--- src/rtl/esc_pkg.sv ---
// ============================================================================
// esc_pkg
// Shared types, constants and tables for the epoch seconds to calendar block.
// ============================================================================
package esc_pkg;

    localparam logic [11:0] FirstYear    = 12'd1970;
    localparam logic [10:0] BlockDays    = 11'd1461;
    localparam logic [8:0]  CommonDays   = 9'd365;
    localparam logic [8:0]  LeapDays     = 9'd366;
    localparam logic [10:0] LeapDayIndex = 11'd59;
    localparam logic [10:0] LeapDayStart = 11'd60;
    localparam logic [3:0]  LastMonthIdx = 4'd11;
    localparam logic [3:0]  February     = 4'd2;
    localparam logic [4:0]  LeapDayDate  = 5'd29;
    localparam logic [31:0] FirstWeekday = 32'd4;

    typedef enum logic [2:0] {
        DS_SEC,
        DS_MIN,
        DS_HOUR,
        DS_BLOCK,
        DS_WDAY
    } div_step_t;

    typedef enum logic [2:0] {
        F_IDLE,
        F_MUL,
        F_QD,
        F_FIX,
        F_PUSH
    } front_state_t;

    typedef enum logic [1:0] {
        B_IDLE,
        B_YEAR,
        B_MONTH
    } back_state_t;

    typedef struct packed {
        logic [5:0]  second;
        logic [5:0]  minute;
        logic [4:0]  hour;
        logic [2:0]  weekday;
        logic [5:0]  blocks;
        logic [10:0] block_day;
    } esc_entry_t;

    // Reciprocal floor(2^32 / divisor) for each division step.
    function automatic logic [31:0] div_mult(input div_step_t step);
        logic [31:0] m;
        case (step)
            DS_SEC:   m = 32'd71582788;
            DS_MIN:   m = 32'd71582788;
            DS_HOUR:  m = 32'd178956970;
            DS_BLOCK: m = 32'd2939744;
            DS_WDAY:  m = 32'd613566756;
            default:  m = 32'd0;
        endcase
        return m;
    endfunction

    function automatic logic [10:0] div_divisor(input div_step_t step);
        logic [10:0] d;
        case (step)
            DS_SEC:   d = 11'd60;
            DS_MIN:   d = 11'd60;
            DS_HOUR:  d = 11'd24;
            DS_BLOCK: d = BlockDays;
            DS_WDAY:  d = 11'd7;
            default:  d = 11'd1;
        endcase
        return d;
    endfunction

    function automatic logic [4:0] month_len(input logic [3:0] idx);
        logic [4:0] len;
        case (idx)
            4'd0:    len = 5'd31;
            4'd1:    len = 5'd28;
            4'd2:    len = 5'd31;
            4'd3:    len = 5'd30;
            4'd4:    len = 5'd31;
            4'd5:    len = 5'd30;
            4'd6:    len = 5'd31;
            4'd7:    len = 5'd31;
            4'd8:    len = 5'd30;
            4'd9:    len = 5'd31;
            4'd10:   len = 5'd30;
            4'd11:   len = 5'd31;
            default: len = 5'd31;
        endcase
        return len;
    endfunction

endpackage

--- src/rtl/esc_front.sv ---
// ============================================================================
// esc_front
// Accepts a timestamp and splits it with one shared constant divider into
// time of day, weekday, four-year block count and day within the block.
// ============================================================================
module esc_front import esc_pkg::*; (
    input  logic        clk,
    input  logic        rst_n,
    input  logic        in_valid,
    output logic        in_stall,
    input  logic [31:0] epoch_seconds,
    output logic        push,
    input  logic        queue_full,
    output esc_entry_t  entry
);

    front_state_t state_reg, state_next;
    div_step_t    step_reg;
    logic [31:0]  x_reg;
    logic [63:0]  prod_reg;
    logic [31:0]  q0_reg;
    logic [31:0]  qd_reg;
    logic [15:0]  days_reg;
    esc_entry_t   entry_reg;

    logic [10:0]  divisor;
    logic [31:0]  rem0;
    logic         fix;
    logic [31:0]  quot;
    logic [10:0]  rem;

    assign divisor = div_divisor(step_reg);
    assign rem0    = x_reg - qd_reg;
    assign fix     = rem0 >= {21'd0, divisor};
    assign quot    = fix ? q0_reg + 32'd1 : q0_reg;
    assign rem     = fix ? 11'(rem0 - {21'd0, divisor}) : rem0[10:0];

    always_comb
    begin
        state_next = state_reg;
        case (state_reg)
            F_IDLE:
            begin
                if (in_valid)
                begin
                    state_next = F_MUL;
                end
            end
            F_MUL:   state_next = F_QD;
            F_QD:    state_next = F_FIX;
            F_FIX:   state_next = (step_reg == DS_WDAY) ? F_PUSH : F_MUL;
            F_PUSH:
            begin
                if (!queue_full)
                begin
                    state_next = F_IDLE;
                end
            end
            default: state_next = F_IDLE;
        endcase
    end

    always_comb
    begin
        in_stall = 1'b1;
        push     = 1'b0;
        case (state_reg)
            F_IDLE:  in_stall = 1'b0;
            F_PUSH:  push = !queue_full;
            default:
            begin
                in_stall = 1'b1;
                push     = 1'b0;
            end
        endcase
    end

    always_ff @(posedge clk or negedge rst_n)
    begin
        if (!rst_n)
        begin
            state_reg <= F_IDLE;
        end
        else
        begin
            state_reg <= state_next;
        end
    end

    always_ff @(posedge clk)
    begin
        case (state_reg)
            F_IDLE:
            begin
                x_reg    <= epoch_seconds;
                step_reg <= DS_SEC;
            end
            F_MUL:
            begin
                prod_reg <= 64'(x_reg) * 64'(div_mult(step_reg));
            end
            F_QD:
            begin
                q0_reg <= prod_reg[63:32];
                qd_reg <= 32'(prod_reg[63:32] * {21'd0, divisor});
            end
            F_FIX:
            begin
                x_reg <= (step_reg == DS_BLOCK) ? {16'd0, days_reg} + FirstWeekday : quot;
                case (step_reg)
                    DS_SEC:
                    begin
                        entry_reg.second <= rem[5:0];
                        step_reg         <= DS_MIN;
                    end
                    DS_MIN:
                    begin
                        entry_reg.minute <= rem[5:0];
                        step_reg         <= DS_HOUR;
                    end
                    DS_HOUR:
                    begin
                        entry_reg.hour <= rem[4:0];
                        days_reg       <= quot[15:0];
                        step_reg       <= DS_BLOCK;
                    end
                    DS_BLOCK:
                    begin
                        entry_reg.blocks    <= quot[5:0];
                        entry_reg.block_day <= rem;
                        step_reg            <= DS_WDAY;
                    end
                    DS_WDAY:
                    begin
                        entry_reg.weekday <= rem[2:0];
                    end
                    default:
                    begin
                        step_reg <= DS_SEC;
                    end
                endcase
            end
            default:
            begin
                x_reg <= x_reg;
            end
        endcase
    end

    assign entry = entry_reg;

endmodule

--- src/rtl/esc_queue.sv ---
// ============================================================================
// esc_queue
// Small first-in first-out queue between the front and the back.
// ============================================================================
module esc_queue import esc_pkg::*; #(
    parameter int DEPTH = 2
) (
    input  logic       clk,
    input  logic       rst_n,
    input  logic       push,
    input  esc_entry_t push_entry,
    output logic       full,
    input  logic       pop,
    output logic       not_empty,
    output esc_entry_t pop_entry
);

    localparam int PtrW = (DEPTH > 1) ? $clog2(DEPTH) : 1;
    localparam int CntW = $clog2(DEPTH + 1);
    localparam logic [PtrW-1:0] LastIdx = PtrW'(DEPTH - 1);
    localparam logic [CntW-1:0] FullCnt = CntW'(DEPTH);

    esc_entry_t      mem [DEPTH];
    logic [PtrW-1:0] wr_ptr_reg;
    logic [PtrW-1:0] rd_ptr_reg;
    logic [CntW-1:0] count_reg;
    logic            do_push;
    logic            do_pop;

    assign full      = count_reg == FullCnt;
    assign not_empty = count_reg != '0;
    assign do_push   = push && !full;
    assign do_pop    = pop && not_empty;
    assign pop_entry = mem[rd_ptr_reg];

    always_ff @(posedge clk)
    begin
        if (do_push)
        begin
            mem[wr_ptr_reg] <= push_entry;
        end
    end

    always_ff @(posedge clk or negedge rst_n)
    begin
        if (!rst_n)
        begin
            wr_ptr_reg <= '0;
            rd_ptr_reg <= '0;
            count_reg  <= '0;
        end
        else
        begin
            if (do_push)
            begin
                wr_ptr_reg <= (wr_ptr_reg == LastIdx) ? '0 : wr_ptr_reg + 1'b1;
            end
            if (do_pop)
            begin
                rd_ptr_reg <= (rd_ptr_reg == LastIdx) ? '0 : rd_ptr_reg + 1'b1;
            end
            if (do_push && !do_pop)
            begin
                count_reg <= count_reg + 1'b1;
            end
            else if (do_pop && !do_push)
            begin
                count_reg <= count_reg - 1'b1;
            end
        end
    end

endmodule

--- src/rtl/esc_back.sv ---
// ============================================================================
// esc_back
// Walks the years of a four-year block and the months of the year, one step
// per cycle, and holds the finished date in the output register.
// ============================================================================
module esc_back import esc_pkg::*; (
    input  logic        clk,
    input  logic        rst_n,
    input  logic        entry_valid,
    input  esc_entry_t  entry,
    output logic        pop,
    output logic        out_valid,
    input  logic        out_stall,
    output logic [11:0] year,
    output logic [3:0]  month,
    output logic [4:0]  day_of_month,
    output logic [4:0]  hour,
    output logic [5:0]  minute,
    output logic [5:0]  second,
    output logic [2:0]  weekday
);

    back_state_t state_reg, state_next;
    logic        out_valid_reg, out_valid_next;
    logic [11:0] year_reg;
    logic [10:0] day_reg;
    logic [3:0]  mon_reg;
    logic        leap29_reg;
    esc_entry_t  hold_reg;

    logic [11:0] year_out_reg;
    logic [3:0]  month_out_reg;
    logic [4:0]  day_out_reg;
    logic [4:0]  hour_out_reg;
    logic [5:0]  minute_out_reg;
    logic [5:0]  second_out_reg;
    logic [2:0]  weekday_out_reg;

    logic        leap;
    logic [8:0]  year_len;
    logic        year_found;
    logic [4:0]  cur_len;
    logic        month_step;
    logic        slot_free;
    logic        finish;

    assign leap       = year_reg[1:0] == 2'b00;
    assign year_len   = leap ? LeapDays : CommonDays;
    assign year_found = day_reg < {2'b00, year_len};
    assign cur_len    = month_len(mon_reg);
    assign month_step = !leap29_reg && (mon_reg < LastMonthIdx)
                        && ({6'd0, cur_len} < day_reg);
    assign slot_free  = !out_valid_reg || !out_stall;

    always_comb
    begin
        state_next = state_reg;
        case (state_reg)
            B_IDLE:
            begin
                if (entry_valid)
                begin
                    state_next = B_YEAR;
                end
            end
            B_YEAR:
            begin
                if (year_found)
                begin
                    state_next = B_MONTH;
                end
            end
            B_MONTH:
            begin
                if (!month_step && slot_free)
                begin
                    state_next = B_IDLE;
                end
            end
            default: state_next = B_IDLE;
        endcase
    end

    always_comb
    begin
        pop    = 1'b0;
        finish = 1'b0;
        case (state_reg)
            B_IDLE:  pop = entry_valid;
            B_MONTH: finish = !month_step && slot_free;
            default:
            begin
                pop    = 1'b0;
                finish = 1'b0;
            end
        endcase
    end

    always_comb
    begin
        out_valid_next = out_valid_reg;
        if (finish)
        begin
            out_valid_next = 1'b1;
        end
        else if (!out_stall)
        begin
            out_valid_next = 1'b0;
        end
    end

    always_ff @(posedge clk or negedge rst_n)
    begin
        if (!rst_n)
        begin
            state_reg     <= B_IDLE;
            out_valid_reg <= 1'b0;
        end
        else
        begin
            state_reg     <= state_next;
            out_valid_reg <= out_valid_next;
        end
    end

    always_ff @(posedge clk)
    begin
        case (state_reg)
            B_IDLE:
            begin
                hold_reg <= entry;
                year_reg <= FirstYear + {4'd0, entry.blocks, 2'b00};
                day_reg  <= entry.block_day;
            end
            B_YEAR:
            begin
                if (year_found)
                begin
                    leap29_reg <= leap && (day_reg == LeapDayIndex);
                    day_reg    <= (leap && (day_reg >= LeapDayStart)) ? day_reg
                                                                      : day_reg + 11'd1;
                    mon_reg    <= '0;
                end
                else
                begin
                    day_reg  <= day_reg - {2'b00, year_len};
                    year_reg <= year_reg + 12'd1;
                end
            end
            B_MONTH:
            begin
                if (month_step)
                begin
                    day_reg <= day_reg - {6'd0, cur_len};
                    mon_reg <= mon_reg + 4'd1;
                end
            end
            default:
            begin
                day_reg <= day_reg;
            end
        endcase

        if (finish)
        begin
            year_out_reg    <= year_reg;
            month_out_reg   <= leap29_reg ? February : mon_reg + 4'd1;
            day_out_reg     <= leap29_reg ? LeapDayDate : day_reg[4:0];
            hour_out_reg    <= hold_reg.hour;
            minute_out_reg  <= hold_reg.minute;
            second_out_reg  <= hold_reg.second;
            weekday_out_reg <= hold_reg.weekday;
        end
    end

    assign out_valid    = out_valid_reg;
    assign year         = year_out_reg;
    assign month        = month_out_reg;
    assign day_of_month = day_out_reg;
    assign hour         = hour_out_reg;
    assign minute       = minute_out_reg;
    assign second       = second_out_reg;
    assign weekday      = weekday_out_reg;

endmodule

--- src/rtl/epoch_seconds_to_calendar.sv ---
// ============================================================================
// epoch_seconds_to_calendar
// Converts an unsigned count of seconds since 1970-01-01 00:00:00 into
// year, month, day of month, hour, minute, second and weekday.
// ============================================================================
// The front runs five constant divisions (by 60, 60, 24, 1461 and 7)
// through one shared reciprocal-multiply divider, each in a multiply, a
// quotient and a correction state, and takes a new transaction only
// when it is idle again. The back walks at most four years and twelve
// months, one step per cycle, and the queue between the two lets either
// side stall without holding up the other until the queue runs full or empty.
// Every year that is divisible by four is taken as a leap year, 2100
// included.
module epoch_seconds_to_calendar import esc_pkg::*; #(
    parameter int QUEUE_DEPTH = 2
) (
    input  logic        clk,
    input  logic        rst_n,
    input  logic        in_valid,
    output logic        in_stall,
    input  logic [31:0] epoch_seconds,
    output logic        out_valid,
    input  logic        out_stall,
    output logic [11:0] year,
    output logic [3:0]  month,
    output logic [4:0]  day_of_month,
    output logic [4:0]  hour,
    output logic [5:0]  minute,
    output logic [5:0]  second,
    output logic [2:0]  weekday
);

    logic       push;
    logic       queue_full;
    logic       pop;
    logic       queue_valid;
    esc_entry_t front_entry;
    esc_entry_t back_entry;

    esc_front u_front (
        .clk           (clk),
        .rst_n         (rst_n),
        .in_valid      (in_valid),
        .in_stall      (in_stall),
        .epoch_seconds (epoch_seconds),
        .push          (push),
        .queue_full    (queue_full),
        .entry         (front_entry)
    );

    esc_queue #(
        .DEPTH (QUEUE_DEPTH)
    ) u_queue (
        .clk        (clk),
        .rst_n      (rst_n),
        .push       (push),
        .push_entry (front_entry),
        .full       (queue_full),
        .pop        (pop),
        .not_empty  (queue_valid),
        .pop_entry  (back_entry)
    );

    esc_back u_back (
        .clk          (clk),
        .rst_n        (rst_n),
        .entry_valid  (queue_valid),
        .entry        (back_entry),
        .pop          (pop),
        .out_valid    (out_valid),
        .out_stall    (out_stall),
        .year         (year),
        .month        (month),
        .day_of_month (day_of_month),
        .hour         (hour),
        .minute       (minute),
        .second       (second),
        .weekday      (weekday)
    );

endmodule

--- config.mk ---
export PLATFORM = sky130hd
export DESIGN_NAME = epoch_seconds_to_calendar
export DESIGN_NICKNAME = d
export VERILOG_FILES = /design/src/rtl/esc_pkg.sv /design/src/rtl/esc_front.sv /design/src/rtl/esc_queue.sv /design/src/rtl/esc_back.sv /design/src/rtl/epoch_seconds_to_calendar.sv
export SDC_FILE = /design/constraint.sdc
export NUM_CORES = 2
export LEC_CHECK = 0
export BUFFER_PORTS_ARGS = -buffer_cell sky130_fd_sc_hd__buf_4
export CORE_ASPECT_RATIO = 0.5
export CORE_MARGIN = 5
export CORE_UTILIZATION = 40
export CTS_CLUSTER_DIAMETER = 100
export DETAILED_ROUTE_END_ITERATION = 8
export GPL_ROUTABILITY_DRIVEN = 0
export PLACE_DENSITY = 0.67
export SLEW_MARGIN = 20
export SYNTH_ARGS = -nofsm -noshare
export SYNTH_HDL_FRONTEND = slang
export SYNTH_SLANG_ARGS = --single-unit
--- constraint.sdc ---
create_clock -name clk -period 17.7 [get_ports clk]
set_input_delay 0 -clock clk [delete_from_list [all_inputs] [get_ports clk]]
set_output_delay 0 -clock clk [all_outputs]
set_load 0.01 [all_outputs]
==> out/results.tsv <==
stage	metric	value	unit
routing	1st-iter DRT viols	3130	
routing	vias	35500	
synth	cell taking the most area after synthesis	fa_1	
synth	Synth top area share	32.0	%
clock_tree	Resize count post-CTS	0	
worst_setup_path	critical path type	reg -> reg	
min_path	Min-Delay Path Class	in -> reg	
synth	Seq/Total Area, Yosys	21.3	%
synth	Cell variety after synth	83	
timing	crit path time final	11.63	ns
timing	highest achievable clock rate	0.0860	GHz
die	Initial Util	40.1	%
final_layout	Largest register FFs	74	
grt	grt ovf	0	
synth	Post-Syn Area	0.0504	mm2
timing	final setup fails	0	
final_layout	most common cell after layout, fill and taps aside	inv_1	
timing	RSZ-0062 raised after global routing	no	
clock_tree	CTS tree	done	
final_layout	synth-to-layout area growth	7.86	%
worst_setup_path	Arr. time, crit path	11.99	ns
worst_setup_path	Crit path top cell by count	fa_1	
die	die width	512	um
grt	largest net degree at the start of global routing	62	
synth	Seq cells post-synth	359	
die	area of the die	0.134	mm2
worst_setup_path	CP Buf/Inv Count	6	
final_layout	FF+latch area	0.0107	mm2
timing	final hold violation count	0	
grt	global-route wire length before repair	217	mm
timing	Final Hold Slack	0.220	ns
placement	hpwl dp	116	mm
worst_setup_path	Critical path origin	u_front.step_reg[0]	
synth	ys async rst share	2.79	%
routing	vias per cell	5.22	
timing	Worst slew margin	25.5	%
synth	EDFF count, synth	347	
routing	WL/cell	20.3	um
job	max_cap viols	0	
timing	max-slew violation count	0	
timing	final setup TNS	0	ns
timing	fin crit share	65.7	%
worst_setup_path	Worst setup SP type	flip-flop	
die	cell row count	92	
worst_setup_path	crit end category	flip-flop	
final_layout	fillers	11800	
final_layout	most frequent cells in the layout	inv_1, fa_1, ha_1, nand2_1, edfxtp_1	
worst_setup_path	slowest CP cell	nand3_1	
status	status	finished clean	
synth	dominant synthesized flop cell	edfxtp_1	
clock_tree	clk buf depth	3	
clock_tree	worst-skew pair later-pin latency	0.62	ns
clock_tree	CTS Buf Count	31	
worst_setup_path	crit-path max cell delay	0.85	ns
worst_setup_path	Crit path max-delay family	adder cells	
synth	synthesized area per cell	9.98	um2
final_layout	nets@finish	6500	
synth	dominant cells by area after synthesis	fa_1, edfxtp_1, ha_1	
worst_setup_path	worst-path fanout max	47	
worst_setup_path	FF-to-FF Start	u_front.step_reg[0]	
final_layout	antenna diode count	0	
placement	buffers added on ports	78	
final_layout	share of cells above drive strength 1	4.87	%
clock_tree	Sink Count	359	
min_path	Worst Hold Launch	out_stall	
clock_tree	clock-pin slew on the worst setup and hold paths	0.08	ns
synth	synth warn	0	
routing	Routed Antenna Nets	0	
final_layout	multi-input logic area	0.0343	mm2
clock_tree	Setup Fix Bufs, Post-CTS	0	
routing	routed wire length	138	mm
clock_tree	Root Driver	clkbuf_16	
synth	Post-Synthesis Cells	5051	
grt	vias in the first global route	38100	
grt	antenna violations before repair	3	
die	I/O pin total	79	
clock_tree	H-tree depth	1	
worst_setup_path	Critical Path RT	18.06	ns
timing	Least-Margin Pin Slew	1.11	ns
grt	Total Routing Usage GR	20.7	%
routing	drt first pass iters	8	
routing	drt drc	0	
timing	worst clock skew	0.0242	ns
die	core area	0.126	mm2
clock_tree	hold buffer count at CTS	36	
die	Die H	261	um
-- Yosys cell counts, drive strengths merged (67+ instances only) --
| library cell | number |
|---|---|
| inv | 1306 |
| fa | 805 |
| ha | 571 |
| nand2 | 365 |
| edfxtp | 347 |
| nor2 | 227 |
| and2 | 172 |
| clkbuf | 147 |
| a21oi | 124 |
| a21o | 89 |
| o21ai | 89 |
| xnor2 | 89 |
| nand2b | 67 |
-- cell type report --
type	instances	area share (%)
flip-flops and latches	359	19.7
clock buffers	35	1.45
well taps	1692	3.89
clock inverters	23	0.543
multi-input cells	3241	63.1
inverters	1307	9.02
repair buffers	148	2.23
-- worst paths after layout --
kind                                             end  slack, ns  depth (start not counted)
worst max-delay path            u_front.prod_reg[58]       6.07                         30
worst max register to register  u_front.prod_reg[58]       6.07                         30
max in group asynchronous           u_back.out_valid      16.83                          3
min in group asynchronous       u_front.state_reg[1]       0.49                          3
worst min register to register      u_back.minute[0]       0.42                          0
worst min-delay path                u_back.out_valid       0.22                          4
-- stage by stage --
stage	setup slack, ns	util, %	std cells	area [um2]
after floorplan	8.83	-	5073	50500
after global placement	6.68	42.1	6710	52900
after detailed placement	6.38	42.1	6710	52900
after CTS	6.34	43.3	6804	54300
after global routing	5.78	43.3	6805	54400
final	6.07	43.3	6805	54400
-- layer usage --
metal	share of wire (%)	routed length [um]	up-vias	global-route usage, %
met5	0	0	-	0
met3	8.3	11400	384	4.05
met4	5.1	6980	0	8.59
met1	41	56800	17700	27.1
met2	45	62700	1549	33.9
li1	-	-	15900	-
-- tightest hold or removal path, cell delays in order --
cell and delay [ns]:
dlygate4sd3_1 0.55, buf_4 0.14, nand2_1 0.05, nand2_1 0.05
-- kinds of logic (layout without fill, tap and decap cells) --
kind of cell               count (synthesis)  in the layout  share of synthesized area [%]
AOI/OAI and AO/OA                        542            542                           7.34
xor gates and xnor gates                 145            145                           2.52
adders and majority gates               1376           1376                           46.2
buffers and inverters                   1473           1513                           11.0
DFF                                      359            359                           21.3
muxes                                     53             53                           1.12
other                                      2             24                         0.0149
and+or+nand+nor                         1101           1101                           10.6
Power is left out: the tool's default activity adds up to more than one toggle a clock period on the data nets, which glitch-free logic cannot reach.
